### src/rtl/vrt_pkg.sv
// Package for the voxel ray walker: payload structs, codes and fixed widths.
// Used by vrt_div and voxel_ray_traversal.
package vrt_pkg;

  typedef struct packed {
    logic               mode;
    logic signed [23:0] origin_x;
    logic signed [23:0] origin_y;
    logic signed [23:0] origin_z;
    logic signed [15:0] dir_x;
    logic signed [15:0] dir_y;
    logic signed [15:0] dir_z;
    logic               cell_solid;
  } vrt_in_t;

  typedef struct packed {
    logic [1:0]         kind;
    logic signed [15:0] cell_x;
    logic signed [15:0] cell_y;
    logic signed [15:0] cell_z;
    logic [2:0]         face;
    logic [15:0]        distance;
    logic signed [23:0] hit_x;
    logic signed [23:0] hit_y;
    logic signed [23:0] hit_z;
  } vrt_out_t;

  localparam logic [1:0] KIND_QUERY = 2'd0;
  localparam logic [1:0] KIND_HIT   = 2'd1;
  localparam logic [1:0] KIND_MISS  = 2'd2;

  localparam logic [2:0] FACE_NONE = 3'd0;
  localparam logic [2:0] FACE_UP   = 3'd3;

  localparam logic [1:0] SIGN_NONE = 2'd0;
  localparam logic [1:0] SIGN_POS  = 2'd1;
  localparam logic [1:0] SIGN_NEG  = 2'd2;

  localparam logic [1:0] REG_REACH    = 2'd0;
  localparam logic [1:0] REG_EYE      = 2'd1;
  localparam logic [1:0] REG_WORLD_H  = 2'd2;

  localparam logic [31:0] INF32 = 32'hFFFF_FFFF;

  typedef enum logic [3:0] {
    ST_IDLE,
    ST_SETUP,
    ST_DIV_GO,
    ST_DIV_WAIT,
    ST_CHECK,
    ST_STEP,
    ST_MUL,
    ST_HIT,
    ST_OUT
  } vrt_state_t;

  typedef struct packed {
    logic        start;
    logic [31:0] dividend;
    logic [15:0] divisor;
  } vrt_div_req_t;

endpackage

### src/rtl/vrt_div.sv
// Restoring divider, one quotient bit a cycle.
// Depends on vrt_pkg.
module vrt_div (
  input  logic                  clk,
  input  logic                  rst_n,
  input  vrt_pkg::vrt_div_req_t req,
  output logic                  done,
  output logic [31:0]           quotient
);
  import vrt_pkg::*;

  logic [31:0] quo_r, quo_nxt;
  logic [15:0] rem_r, rem_nxt;
  logic [15:0] dvs_r, dvs_nxt;
  logic [5:0]  cnt_r, cnt_nxt;
  logic        busy_r, busy_nxt;
  logic        done_r, done_nxt;
  logic [16:0] trial;

  always_comb begin
    quo_nxt  = quo_r;
    rem_nxt  = rem_r;
    dvs_nxt  = dvs_r;
    cnt_nxt  = cnt_r;
    busy_nxt = busy_r;
    done_nxt = 1'b0;
    trial    = {rem_r, quo_r[31]} - {1'b0, dvs_r};
    if (req.start) begin
      quo_nxt  = req.dividend;
      rem_nxt  = '0;
      dvs_nxt  = req.divisor;
      cnt_nxt  = '0;
      busy_nxt = 1'b1;
    end else if (busy_r) begin
      // divisor <= 32768 so the partial remainder fits 16 bits
      if (!trial[16]) begin
        rem_nxt = trial[15:0];
        quo_nxt = {quo_r[30:0], 1'b1};
      end else begin
        rem_nxt = {rem_r[14:0], quo_r[31]};
        quo_nxt = {quo_r[30:0], 1'b0};
      end
      cnt_nxt = cnt_r + 6'd1;
      if (cnt_r == 6'd31) begin
        busy_nxt = 1'b0;
        done_nxt = 1'b1;
      end
    end
  end

  always_ff @(posedge clk) begin
    if (!rst_n) begin
      busy_r <= 1'b0;
      done_r <= 1'b0;
      cnt_r  <= '0;
    end else begin
      busy_r <= busy_nxt;
      done_r <= done_nxt;
      cnt_r  <= cnt_nxt;
    end
    quo_r <= quo_nxt;
    rem_r <= rem_nxt;
    dvs_r <= dvs_nxt;
  end

  assign done     = done_r;
  assign quotient = quo_r;

endmodule

### src/rtl/voxel_ray_traversal.sv
// Voxel ray walker (3D DDA) top level: sequencer, step datapath, hit point.
// Depends on vrt_pkg and vrt_div.
//
//  channel | ports                      | flow
//  in      | in_valid, in_stall, in_data  | start or occupancy-answer beat
//  out     | out_valid, out_stall, out_data | query, hit or miss beat
//  cfg     | cfg_valid, cfg_ready, cfg_index, cfg_data | register write
//
// A start beat runs six serial divisions (first crossing and span per axis) on
// one radix-2 divider, each through set-up, launch and wait states; a zero
// direction component skips its two in a single set-up state. Each walked cell
// then takes a step and a range check; an answer beat walks on the same way, or
// for a hit past the start cell uses one shared multiplier, a multiply and a sum
// per axis, then assembles. Reset is synchronous and clears control state.
// in_stall is high in reset and from acceptance until the result beat is taken.
module voxel_ray_traversal #(
  parameter int MAX_STEPS = 64
) (
  input  logic              clk,
  input  logic              rst_n,
  input  logic              in_valid,
  output logic              in_stall,
  input  vrt_pkg::vrt_in_t  in_data,
  output logic              out_valid,
  input  logic              out_stall,
  output vrt_pkg::vrt_out_t out_data,
  input  logic              cfg_valid,
  output logic              cfg_ready,
  input  logic [1:0]        cfg_index,
  input  logic [15:0]       cfg_data
);
  import vrt_pkg::*;

  localparam int SW = $clog2(MAX_STEPS + 1);

  vrt_state_t state_r, state_nxt;

  logic [15:0] reach_r;
  logic [9:0]  eye_r;
  logic [12:0] world_r;

  logic signed [15:0] cell_r   [3];
  logic [31:0]        next_r   [3];
  logic [31:0]        span_r   [3];
  logic [1:0]         sign_r   [3];
  logic signed [23:0] org_r    [3];
  logic signed [15:0] dir_r    [3];
  logic signed [23:0] pt_r     [3];
  logic [31:0]        travel_r;
  logic [2:0]         face_r;
  logic [SW-1:0]      steps_r;
  logic               active_r;
  logic [1:0]         ax_r;
  logic               phase_r;   // 0 first crossing, 1 span
  logic signed [47:0] prod_r;
  vrt_out_t           out_r;
  logic               outv_r;

  vrt_div_req_t div_req;
  logic         div_done;
  logic [31:0]  div_q;

  vrt_div u_div (
    .clk(clk), .rst_n(rst_n), .req(div_req), .done(div_done), .quotient(div_q)
  );

  // setup: eye-adjusted origin
  logic signed [24:0] oy_sum;
  logic signed [23:0] org_in [3];
  assign oy_sum = 25'(in_data.origin_y) + 25'(signed'({1'b0, eye_r}));
  always_comb begin
    org_in[0] = in_data.origin_x;
    org_in[2] = in_data.origin_z;
    org_in[1] = (oy_sum > 25'sd8388607) ? 24'sd8388607 : oy_sum[23:0];
  end

  // divider operands for current axis
  logic signed [15:0] dcur;
  logic [15:0]        mag;
  logic [7:0]         frac;
  logic [8:0]         fdist;
  always_comb begin
    dcur  = dir_r[ax_r];
    mag   = dcur[15] ? 16'(-dcur) : dcur;
    frac  = org_r[ax_r][7:0];
    fdist = dcur[15] ? {1'b0, frac} : 9'd256 - {1'b0, frac};
    div_req.start    = (state_r == ST_DIV_GO);
    div_req.divisor  = mag;
    div_req.dividend = phase_r ? 32'h4000_0000 : {1'b0, fdist, 22'd0};
  end

  // step selection
  logic [1:0]  sel;
  logic [32:0] nsum;
  logic signed [15:0] cstep;
  logic        in_rng;
  logic        steps_done;
  logic        past_reach;
  always_comb begin
    if (next_r[0] < next_r[1]) sel = (next_r[0] < next_r[2]) ? 2'd0 : 2'd2;
    else                       sel = (next_r[1] < next_r[2]) ? 2'd1 : 2'd2;
    nsum  = {1'b0, next_r[sel]} + {1'b0, span_r[sel]};
    cstep = cell_r[sel];
    in_rng = !cell_r[1][15] && ({3'b000, cell_r[1][12:0]} == 16'(cell_r[1])) &&
             (cell_r[1][12:0] < world_r);
    steps_done = 32'(steps_r) >= 32'(MAX_STEPS);
    past_reach = next_r[sel] > {8'd0, reach_r, 8'd0};
  end

  // hit point: one axis multiplied at a time, its sum taken before the next multiply; floor by 2^22
  logic signed [48:0] pt_sum;
  always_comb begin
    pt_sum = 49'(org_r[ax_r]) + 49'(prod_r >>> 22);
  end

  vrt_out_t q_out, m_out;
  always_comb begin
    q_out = '0;
    q_out.kind = KIND_QUERY;
    q_out.cell_x = cell_r[0];
    q_out.cell_y = cell_r[1];
    q_out.cell_z = cell_r[2];
    m_out = '0;
    m_out.kind = KIND_MISS;
  end

  logic in_acc;
  assign in_stall  = (state_r != ST_IDLE) || !rst_n;
  assign in_acc    = in_valid && !in_stall;
  assign cfg_ready = rst_n;
  assign out_valid = outv_r;
  assign out_data  = out_r;

  always_comb begin
    state_nxt = state_r;
    case (state_r)
      ST_IDLE: begin
        if (in_acc) begin
          if (!in_data.mode)         state_nxt = ST_SETUP;
          else if (!active_r)        state_nxt = ST_IDLE;
          else if (in_data.cell_solid) state_nxt = (face_r == FACE_NONE) ? ST_HIT : ST_MUL;
          else                       state_nxt = ST_STEP;
        end
      end
      ST_SETUP: begin
        if (dir_r[ax_r] != '0) state_nxt = ST_DIV_GO;
        else if (ax_r == 2'd2) state_nxt = ST_CHECK;
      end
      ST_DIV_GO:   state_nxt = ST_DIV_WAIT;
      ST_DIV_WAIT: begin
        if (div_done) state_nxt = (phase_r && ax_r == 2'd2) ? ST_CHECK : ST_SETUP;
      end
      ST_CHECK:    state_nxt = in_rng ? ST_OUT : ST_STEP;
      ST_STEP:     state_nxt = (steps_done || past_reach) ? ST_OUT : ST_CHECK;
      ST_MUL: begin
        if (phase_r && ax_r == 2'd2) state_nxt = ST_HIT;
      end
      ST_HIT:      state_nxt = ST_OUT;
      ST_OUT:      state_nxt = (!out_stall) ? ST_IDLE : ST_OUT;
      default:     state_nxt = ST_IDLE;
    endcase
  end

  always_ff @(posedge clk) begin
    if (!rst_n) begin
      state_r    <= ST_IDLE;
      reach_r    <= 16'd1280;
      eye_r      <= 10'd410;
      world_r    <= 13'd256;
      active_r   <= 1'b0;
      outv_r     <= 1'b0;
      face_r     <= FACE_NONE;
      steps_r    <= '0;
      travel_r   <= '0;
      ax_r       <= '0;
      phase_r    <= 1'b0;
      for (int a = 0; a < 3; a++) begin
        cell_r[a] <= '0; next_r[a] <= '0; span_r[a] <= '0;
        sign_r[a] <= SIGN_NONE; org_r[a] <= '0; dir_r[a] <= '0;
      end
    end else begin
      state_r <= state_nxt;
      if (cfg_valid) begin
        case (cfg_index)
          REG_REACH:    reach_r    <= cfg_data;
          REG_EYE:      eye_r      <= cfg_data[9:0];
          REG_WORLD_H:  world_r    <= cfg_data[12:0];
          default: ;
        endcase
      end
      if (outv_r && !out_stall) outv_r <= 1'b0;
      case (state_r)
        ST_IDLE: begin
          if (in_acc && !in_data.mode) begin
            dir_r[0] <= in_data.dir_x;
            dir_r[1] <= in_data.dir_y;
            dir_r[2] <= in_data.dir_z;
            for (int a = 0; a < 3; a++) begin
              org_r[a]  <= org_in[a];
              cell_r[a] <= 16'(org_in[a] >>> 8);
            end
            travel_r <= '0;
            face_r   <= FACE_NONE;
            steps_r  <= '0;
            active_r <= 1'b1;
            ax_r     <= 2'd0;
            phase_r  <= 1'b0;
          end
          if (in_acc && in_data.mode && active_r && in_data.cell_solid) begin
            active_r <= 1'b0;
            ax_r     <= 2'd0;
          end
        end
        ST_SETUP: begin
          if (dir_r[ax_r] == '0) begin
            sign_r[ax_r] <= SIGN_NONE;
            span_r[ax_r] <= INF32;
            next_r[ax_r] <= INF32;
            phase_r <= 1'b0;
            if (ax_r != 2'd2) ax_r <= ax_r + 2'd1;
          end else begin
            sign_r[ax_r] <= dir_r[ax_r][15] ? SIGN_NEG : SIGN_POS;
          end
        end
        ST_DIV_WAIT: begin
          if (div_done) begin
            if (!phase_r) begin
              next_r[ax_r] <= div_q;
              phase_r <= 1'b1;
            end else begin
              span_r[ax_r] <= div_q;
              phase_r <= 1'b0;
              if (ax_r != 2'd2) ax_r <= ax_r + 2'd1;
            end
          end
        end
        ST_CHECK: begin
          // start cell is queried first if in the vertical range
          if (in_rng) begin
            out_r  <= q_out;
            outv_r <= 1'b1;
          end
        end
        ST_STEP: begin
          if (steps_done) begin
            active_r <= 1'b0;
            out_r    <= m_out;
            outv_r   <= 1'b1;
          end else begin
            next_r[sel] <= nsum[32] ? INF32 : nsum[31:0];
            if (sign_r[sel] == SIGN_POS) begin
              cell_r[sel] <= cstep + 16'sd1;
              face_r <= {sel, 1'b0} + 3'd1;
            end else if (sign_r[sel] == SIGN_NEG) begin
              cell_r[sel] <= cstep - 16'sd1;
              face_r <= {sel, 1'b0} + 3'd2;
            end
            travel_r <= next_r[sel];
            steps_r  <= steps_r + SW'(1);
            if (past_reach) begin
              active_r <= 1'b0;
              out_r    <= m_out;
              outv_r   <= 1'b1;
            end
          end
        end
        ST_MUL: begin
          if (!phase_r) begin
            // multiply for axis ax_r; the sum is taken on the next cycle
            prod_r  <= 48'(dir_r[ax_r]) * 48'(signed'({1'b0, travel_r}));
            phase_r <= 1'b1;
          end else begin
            pt_r[ax_r] <= (pt_sum > 49'sd8388607) ? 24'sd8388607 :
                          (pt_sum < -49'sd8388608) ? 24'sh80_0000 : pt_sum[23:0];
            phase_r <= 1'b0;
            if (ax_r != 2'd2) ax_r <= ax_r + 2'd1;
          end
        end
        ST_HIT: begin
          out_r.kind   <= KIND_HIT;
          out_r.cell_x <= cell_r[0];
          out_r.cell_y <= cell_r[1];
          out_r.cell_z <= cell_r[2];
          if (face_r == FACE_NONE) begin
            out_r.face     <= FACE_UP;
            out_r.distance <= '0;
            out_r.hit_x    <= org_r[0];
            out_r.hit_y    <= org_r[1];
            out_r.hit_z    <= org_r[2];
          end else begin
            out_r.face     <= face_r;
            out_r.distance <= (travel_r[31:24] != '0) ? 16'hFFFF : travel_r[23:8];
            out_r.hit_x    <= pt_r[0];
            out_r.hit_y    <= pt_r[1];
            out_r.hit_z    <= pt_r[2];
          end
          outv_r <= 1'b1;
        end
        default: ;
      endcase
    end
  end

endmodule
### config.mk
export PLATFORM = sky130hd
export DESIGN_NAME = voxel_ray_traversal
export DESIGN_NICKNAME = d
export VERILOG_FILES = /design/src/rtl/vrt_pkg.sv /design/src/rtl/vrt_div.sv /design/src/rtl/voxel_ray_traversal.sv
export SDC_FILE = /design/constraint.sdc
export NUM_CORES = 2
export LEC_CHECK = 0
export ABC_AREA = 1
export BUFFER_PORTS_ARGS = -buffer_cell sky130_fd_sc_hd__buf_4
export CORE_ASPECT_RATIO = 1.25
export CORE_MARGIN = 5
export CORE_UTILIZATION = 65
export DETAILED_ROUTE_END_ITERATION = 8
export HOLD_SLACK_MARGIN = 0.03
export MAX_ROUTING_LAYER = met4
export PLACE_DENSITY = 0.94
export SLEW_MARGIN = 20
export SYNTH_ARGS = -nofsm -noshare
export SYNTH_HDL_FRONTEND = slang
export SYNTH_SLANG_ARGS = --single-unit
### constraint.sdc
create_clock -name clk -period 21.2 [get_ports clk]
set_input_delay 3.18 -clock clk [delete_from_list [all_inputs] [get_ports clk]]
set_output_delay 3.18 -clock clk [all_outputs]
set_load 0.01 [all_outputs]
* After elaboration in Yosys (flattened, before gate mapping)
Memory sizes are Yosys's and may differ from the RTL's. A register that Yosys moved wholly into a read port is not among the register bits. Cells that the tools add are included.
Cells by class: muxes and demuxes 144, $add $sub $neg 13, equality and inequality tests 26, reductions and logical operators 46, bitwise logic cells 16, $lt $le $gt $ge 9, multipliers 1
Operator list (count):
- $mux W141 | 3
- $pmux W141 S3 | 1
- $mux W32 | 10
- $mux W16 | 10
- $mux W24 | 6
- $lt A32 B32 Y1 | 3
- $reduce_or A32 Y1 | 3
- $mux W91 | 1
- $pmux W32 S2 | 1
- $mux W1 | 63
- $mul A16 B33 Y48 | 1
- $mux W2 | 22
- $pmux W4 S9 | 1
- $add A32 B32 Y33 | 1
- $gt A32 B24 Y1 | 1
- $mux W4 | 8
- $mux W31 | 1
- $add A24 B26 Y27 | 1
- $gt A27 B24 Y1 const B | 1
- $lt A27 B24 Y1 const B | 1
- $add A24 B11 Y25 | 1
- $gt A25 B24 Y1 const B | 1
- $mux W3 | 7
- $reduce_and A4 Y1 | 5
- other kinds (50) | 102
Storage, ports and cells: register bits 351, output and inout port bits 144, memories 7, logic and storage cells 290, bits of input ports 145, RAM bits 438
Memory list:
- next_r | words 3, width 32, rd ports 4, clocked after memory_dff 0, wr ports 3, RTL line voxel_ray_traversal.sv:43 | logic [31:0] next_r [3];
- span_r | words 3, width 32, rd ports 1, clocked after memory_dff 0, wr ports 3, RTL line voxel_ray_traversal.sv:44 | logic [31:0] span_r [3];
- org_r | words 3, width 24, rd ports 4, clocked after memory_dff 1, wr ports 3, RTL line voxel_ray_traversal.sv:46 | logic signed [23:0] org_r [3];
- pt_r | words 3, width 24, rd ports 3, clocked after memory_dff 0, wr ports 1, RTL line voxel_ray_traversal.sv:48 | logic signed [23:0] pt_r [3];
- cell_r | words 3, width 16, rd ports 4, clocked after memory_dff 0, wr ports 3, RTL line voxel_ray_traversal.sv:42 | logic signed [15:0] cell_r [3];
- dir_r | words 3, width 16, rd ports 1, clocked after memory_dff 1, wr ports 3, RTL line voxel_ray_traversal.sv:47 | logic signed [15:0] dir_r [3];
- +1 memories

* Logic depth before layout (Yosys ltp)
An unclocked memory read counts as a cell.
depth after elaboration 15, gate-level depth with buffers 38, mapped depth without buffers 37

* Cells and area by module
A second synthesis with hierarchy kept.
Unflattened totals: cell total of the unflattened synthesis 6608, area total of the unflattened synthesis 57113.5 um^2
By module, submodules not included:
- voxel_ray_traversal | sequential area each 20099.3 um^2, area an instance 53055.9 um^2, instances 1, cells an instance 6063
- vrt_div | sequential area each 1921.8 um^2, area an instance 4057.6 um^2, instances 1, cells an instance 545

* Least setup slack after synthesis
Ideal clock, no wire load.
path type in2reg, start point input port rst_n, end point register out_r (netlist bit out_data[0]) (enable), data required time 20.706 ns, arrival time 6.535 ns, cell stages on the path 4, setup time 0.494 ns, buffers on the path 2, path slack 14.171 ns, cell sequence clkbuf_1 clkbuf_1 nand4_1 inv_1
Between the ends: cells in the longest elaborated chain, start to end 1
Ends and longest elaborated chain:
- start: declaration | RTL line voxel_ray_traversal.sv:20 | input logic rst_n,
- $reduce_and A4 Y1 (no source line)
- end signal: assignment | RTL line voxel_ray_traversal.sv:240 | out_r <= q_out;
- end signal: assignment | RTL line voxel_ray_traversal.sv:247 | out_r <= m_out;
- end signal: assignment | RTL line voxel_ray_traversal.sv:262 | out_r <= m_out;
- end: declaration | RTL line voxel_ray_traversal.sv:56 | vrt_out_t out_r;
No other way between the ends. A chain may end at the register's enable or synchronous reset.

==> results.tsv <==
metric	value	unit
Switching Power	0.001788	W
Sw Share	37.08	%
Crit-path slowest cell	dfxtp_1	
post-route ant nets	0	
cts hold-fix bufs	0	
Buf/Inv on CP	8	
syn avg cell area	8.839	um2
Hold EP	world_r[6]$_SDFFE_PN0P_	
Num CTS Buffers	77	
Root Driver	clkbuf_16	
r2r worst-path depth	24	
Final Hold Fails	0	
status	finished clean	
WP data arrival	9560	ps
# DRC	0	
Design Power	0.004820	W
Post-synth EDFFs	655	
area of the core	85730	um2
Worst Hold Launch	world_r[6]$_SDFFE_PN0P_	
share of cells above drive strength 1	8.287	%
ys async rst share	0	%
hold depth	2	
# port buffers	288	
Skew-Pair Late Insertion Delay	670	ps
reg2reg end	prod_r[44]$_DFFE_PP_	
num ports	289	
top cells by area, synth	edfxtp_1 (35%), fa_1 (15%), ha_1 (8.4%)	
Worst path top cell family by delay	adder cells	
Synth cell types	65	
# setup viols final	0	
Worst Path Required	21590	ps
Tcrit/Tclk final	43.27	%
fmax	0.1090	GHz
kind of critical path	register to register	
first drt pass iteration count	7	
final RePlAce weighted congestion	1.046	
Crit Path Max Fanout	55	
DR vias/cell	6.158	
Mapped Area	56160	um2
Overall Global Routing Usage	39.64	%
ys flop type	edfxtp_1	
Post-Place Setup Slack	12350	ps
residual overflow from global routing	0	
die width	272.9	um
RSZ-0062 raised after global routing	no	
Die Span Y	338.6	um
Final Max Tran Viols	0	
Critical Path Start Type	register	
setup total negative slack	0	ps
Clk network pwr share	30.3	%
worst path cell trace	inv_4, nand3_1, o21ai_1, buf_4, inv_1, nand2_1, fa_1, inv_1, fa_1, fa_1, fa_1, fa_1, inv_1, fa_1, inv_1, ha_1, nand2_1, nor2_1, inv_1, nor2_1, inv_1, o311ai_0, a31oi_1, xor2_1	
Final #Nets	7466	
largest net degree at the start of global routing	82	
Leakage	28.28	nW
initial antenna violation count	10	
minimum clock period	9173	ps
Setup Skew	29.33	ps
vias in the first global route	48220	
post-layout util	72.21	%
Pint	0.003033	W
CP Capture Type	register	
area grow syn2layout	10.22	%
PnR worst setup slack	12030	ps
CTS tree	built	
Clock Path Buffers	3	
CP max stage delay	960	ps
Worst Hold Class	register to register	
Routed WL per cell	23.44	um
synthesized instance count	6354	
via count	47770	
Resized Gates After CTS	0	
Yosys top cell by area	edfxtp_1	
Filler Cells Inserted	5837	
Clock Sinks	771	
Slew headroom	16.91	%
Flop pwr share	37.7	%
r2r setup slk	12030	ps
WL final	181.9	mm
Worst VDD drop	76.12	uV
Die Area	92420	um2
Post-CTS Setup Repair Bufs	0	
Gate power share	32.0	%
cell row count	120	
Syn. warnings	0	
max-cap violation count	0	
power per cell area	77.87	nW/um2
DRT iter0 DRCs	6434	
share of Yosys cell area claimed by the top area cell type	35.02	%
FF+latch count, synth	771	
effective utilization at floorplan	65.51	%
syn nets	7296	
first-pass GRT wire length	273.8	mm
Hold WS	461.8	ps
HPWL Detailed	132.4	mm
Slew @ Worst Pin	1245	ps
H-tree levels	3	
sequential fraction of the synthesis area	39.16	%
Worst-path clk slew	60	ps
-- area by class of cell --
| type | count | area, um2 | share of cell area, % |
|---|---|---|---|
| well taps | 1159 | 1450 | 2.343 |
| diodes | 10 | 25.02 | 0.04042 |
| clock inverters | 49 | 623.1 | 1.007 |
| repair buffers | 328 | 2462 | 3.978 |
| flip-flops and latches | 771 | 21990 | 35.53 |
| clock buffers | 95 | 2066 | 3.337 |
| inverters | 1167 | 4393 | 7.097 |
| multi-input cells | 4179 | 28890 | 46.67 |
-- worst max-delay path by stage --
stage / end / slack [ps] / cells after the start
floorplan: out_data[0]$_DFFE_PP_ / 14170 / 4
global placement: prod_r[44]$_DFFE_PP_ / 12610 / 23
detailed placement: prod_r[44]$_DFFE_PP_ / 12350 / 23
CTS: prod_r[44]$_DFFE_PP_ / 12260 / 23
global route: prod_r[44]$_DFFE_PP_ / 11870 / 23
finish: prod_r[44]$_DFFE_PP_ / 12030 / 24
-- metal layers --
metal / share of wire [%] / routed length, um / track usage [%]
met4: 8.6 / 15640 / 25.55
met1: 32 / 57900 / 45.09
met3: 12 / 22570 / 9.040
met2: 47 / 85770 / 63.28
met5: 0 / 0 / -
-- Yosys cell counts, drive strengths merged (4+ instances only) --
cell     number
a21oi       358
a22oi         8
nand4        28
nand2      1001
nor3         53
a221oi        5
a21o          6
o211ai       16
o22ai        59
fa          422
nor4          8
a211oi        4
nor2       1022
or2          13
dfxtp       116
xor2        101
o2111ai      18
nand3       107
ha          375
clkbuf      185
inv        1151
a31oi        26
o21a         16
xnor2        43
a21boi        9
buf          52
clkinv       16
o21bai        9
edfxtp      655
o21ai       427
o31ai         7
and2          9
nand3b        8
-- metrics by stage --
step	cell area [um2]	cells
after global placement	59170	7604
after floorplan	56160	6354
after detailed placement	59170	7604
final	61900	7758
after global routing	61900	7758
after CTS	61860	7748
-- placed cells by master, fill, tap and decap left out, types with 16 or more instances in the layout --
master     synthesis  layout
nor3_1            50      49
fa_1             422     422
buf_4              5     328
o2111ai_1         18      18
nand2_1          993     988
nand3_1          106     106
xnor2_1           43      43
edfxtp_1         655     655
a21oi_1          352     352
o21ai_1           36      34
a31oi_1           26      26
xor2_1           101     100
dfxtp_1          116     116
inv_2             17      20
o22ai_1           59      59
nor2_1          1016    1009
clkinv_1          16      25
inv_1           1133    1128
clkbuf_16          0      78
ha_1             375     375
o21ai_0          380     378
nand4_1           28      28
o21a_1            16      16
-- worst register-to-register path, delay by kind of cell, from the launching register on --
kind | cells | cell delay [ps]
flip-flops | 1 | 960
XOR/XNOR | 1 | 200
buffers and inverters | 8 | 1990
AND/OR/NAND/NOR | 5 | 900
adder cells (fa/ha/maj) | 7 | 3660
AO/OA/AOI/OAI | 3 | 1190
-- power by group through the flow --
stage          clock network, W  logic (W)  registers (W)
4_1_cts                 0.00145    0.00149        0.00181
3_5_place_dp                  0    0.00147        0.00184
5_1_grt                 0.00152    0.00165        0.00182
6_report                0.00146    0.00154        0.00182
2_1_floorplan                 0    0.00101        0.00182
3_3_place_gp                  0    0.00143        0.00184
-- sequential cells by signal, summed over array words and instances (netlist names), 26 cells and up, named ones only --
name / cells
travel_r: 32
next_r: 98
prod_r: 26
span_r: 96
dir_r: 48
org_r: 72
cell_r: 48
pt_r: 72
out_data: 141
u_div.quotient: 32
-- cell families (layout without fill, tap and decap cells) --
kind of cell             Yosys count  after routing  synth area share, %
AO/OA/AOI/OAI                    982            982                9.684
XOR/XNOR                         144            144                2.246
adder cells (fa/ha/maj)          797            797                23.40
buffers and inverters           1404           1639                9.564
flip-flops                       771            771                39.16
other                              0             10                    0
AND/OR/NAND/NOR                 2256           2256                15.96
(Power assumes the default switching activity.)
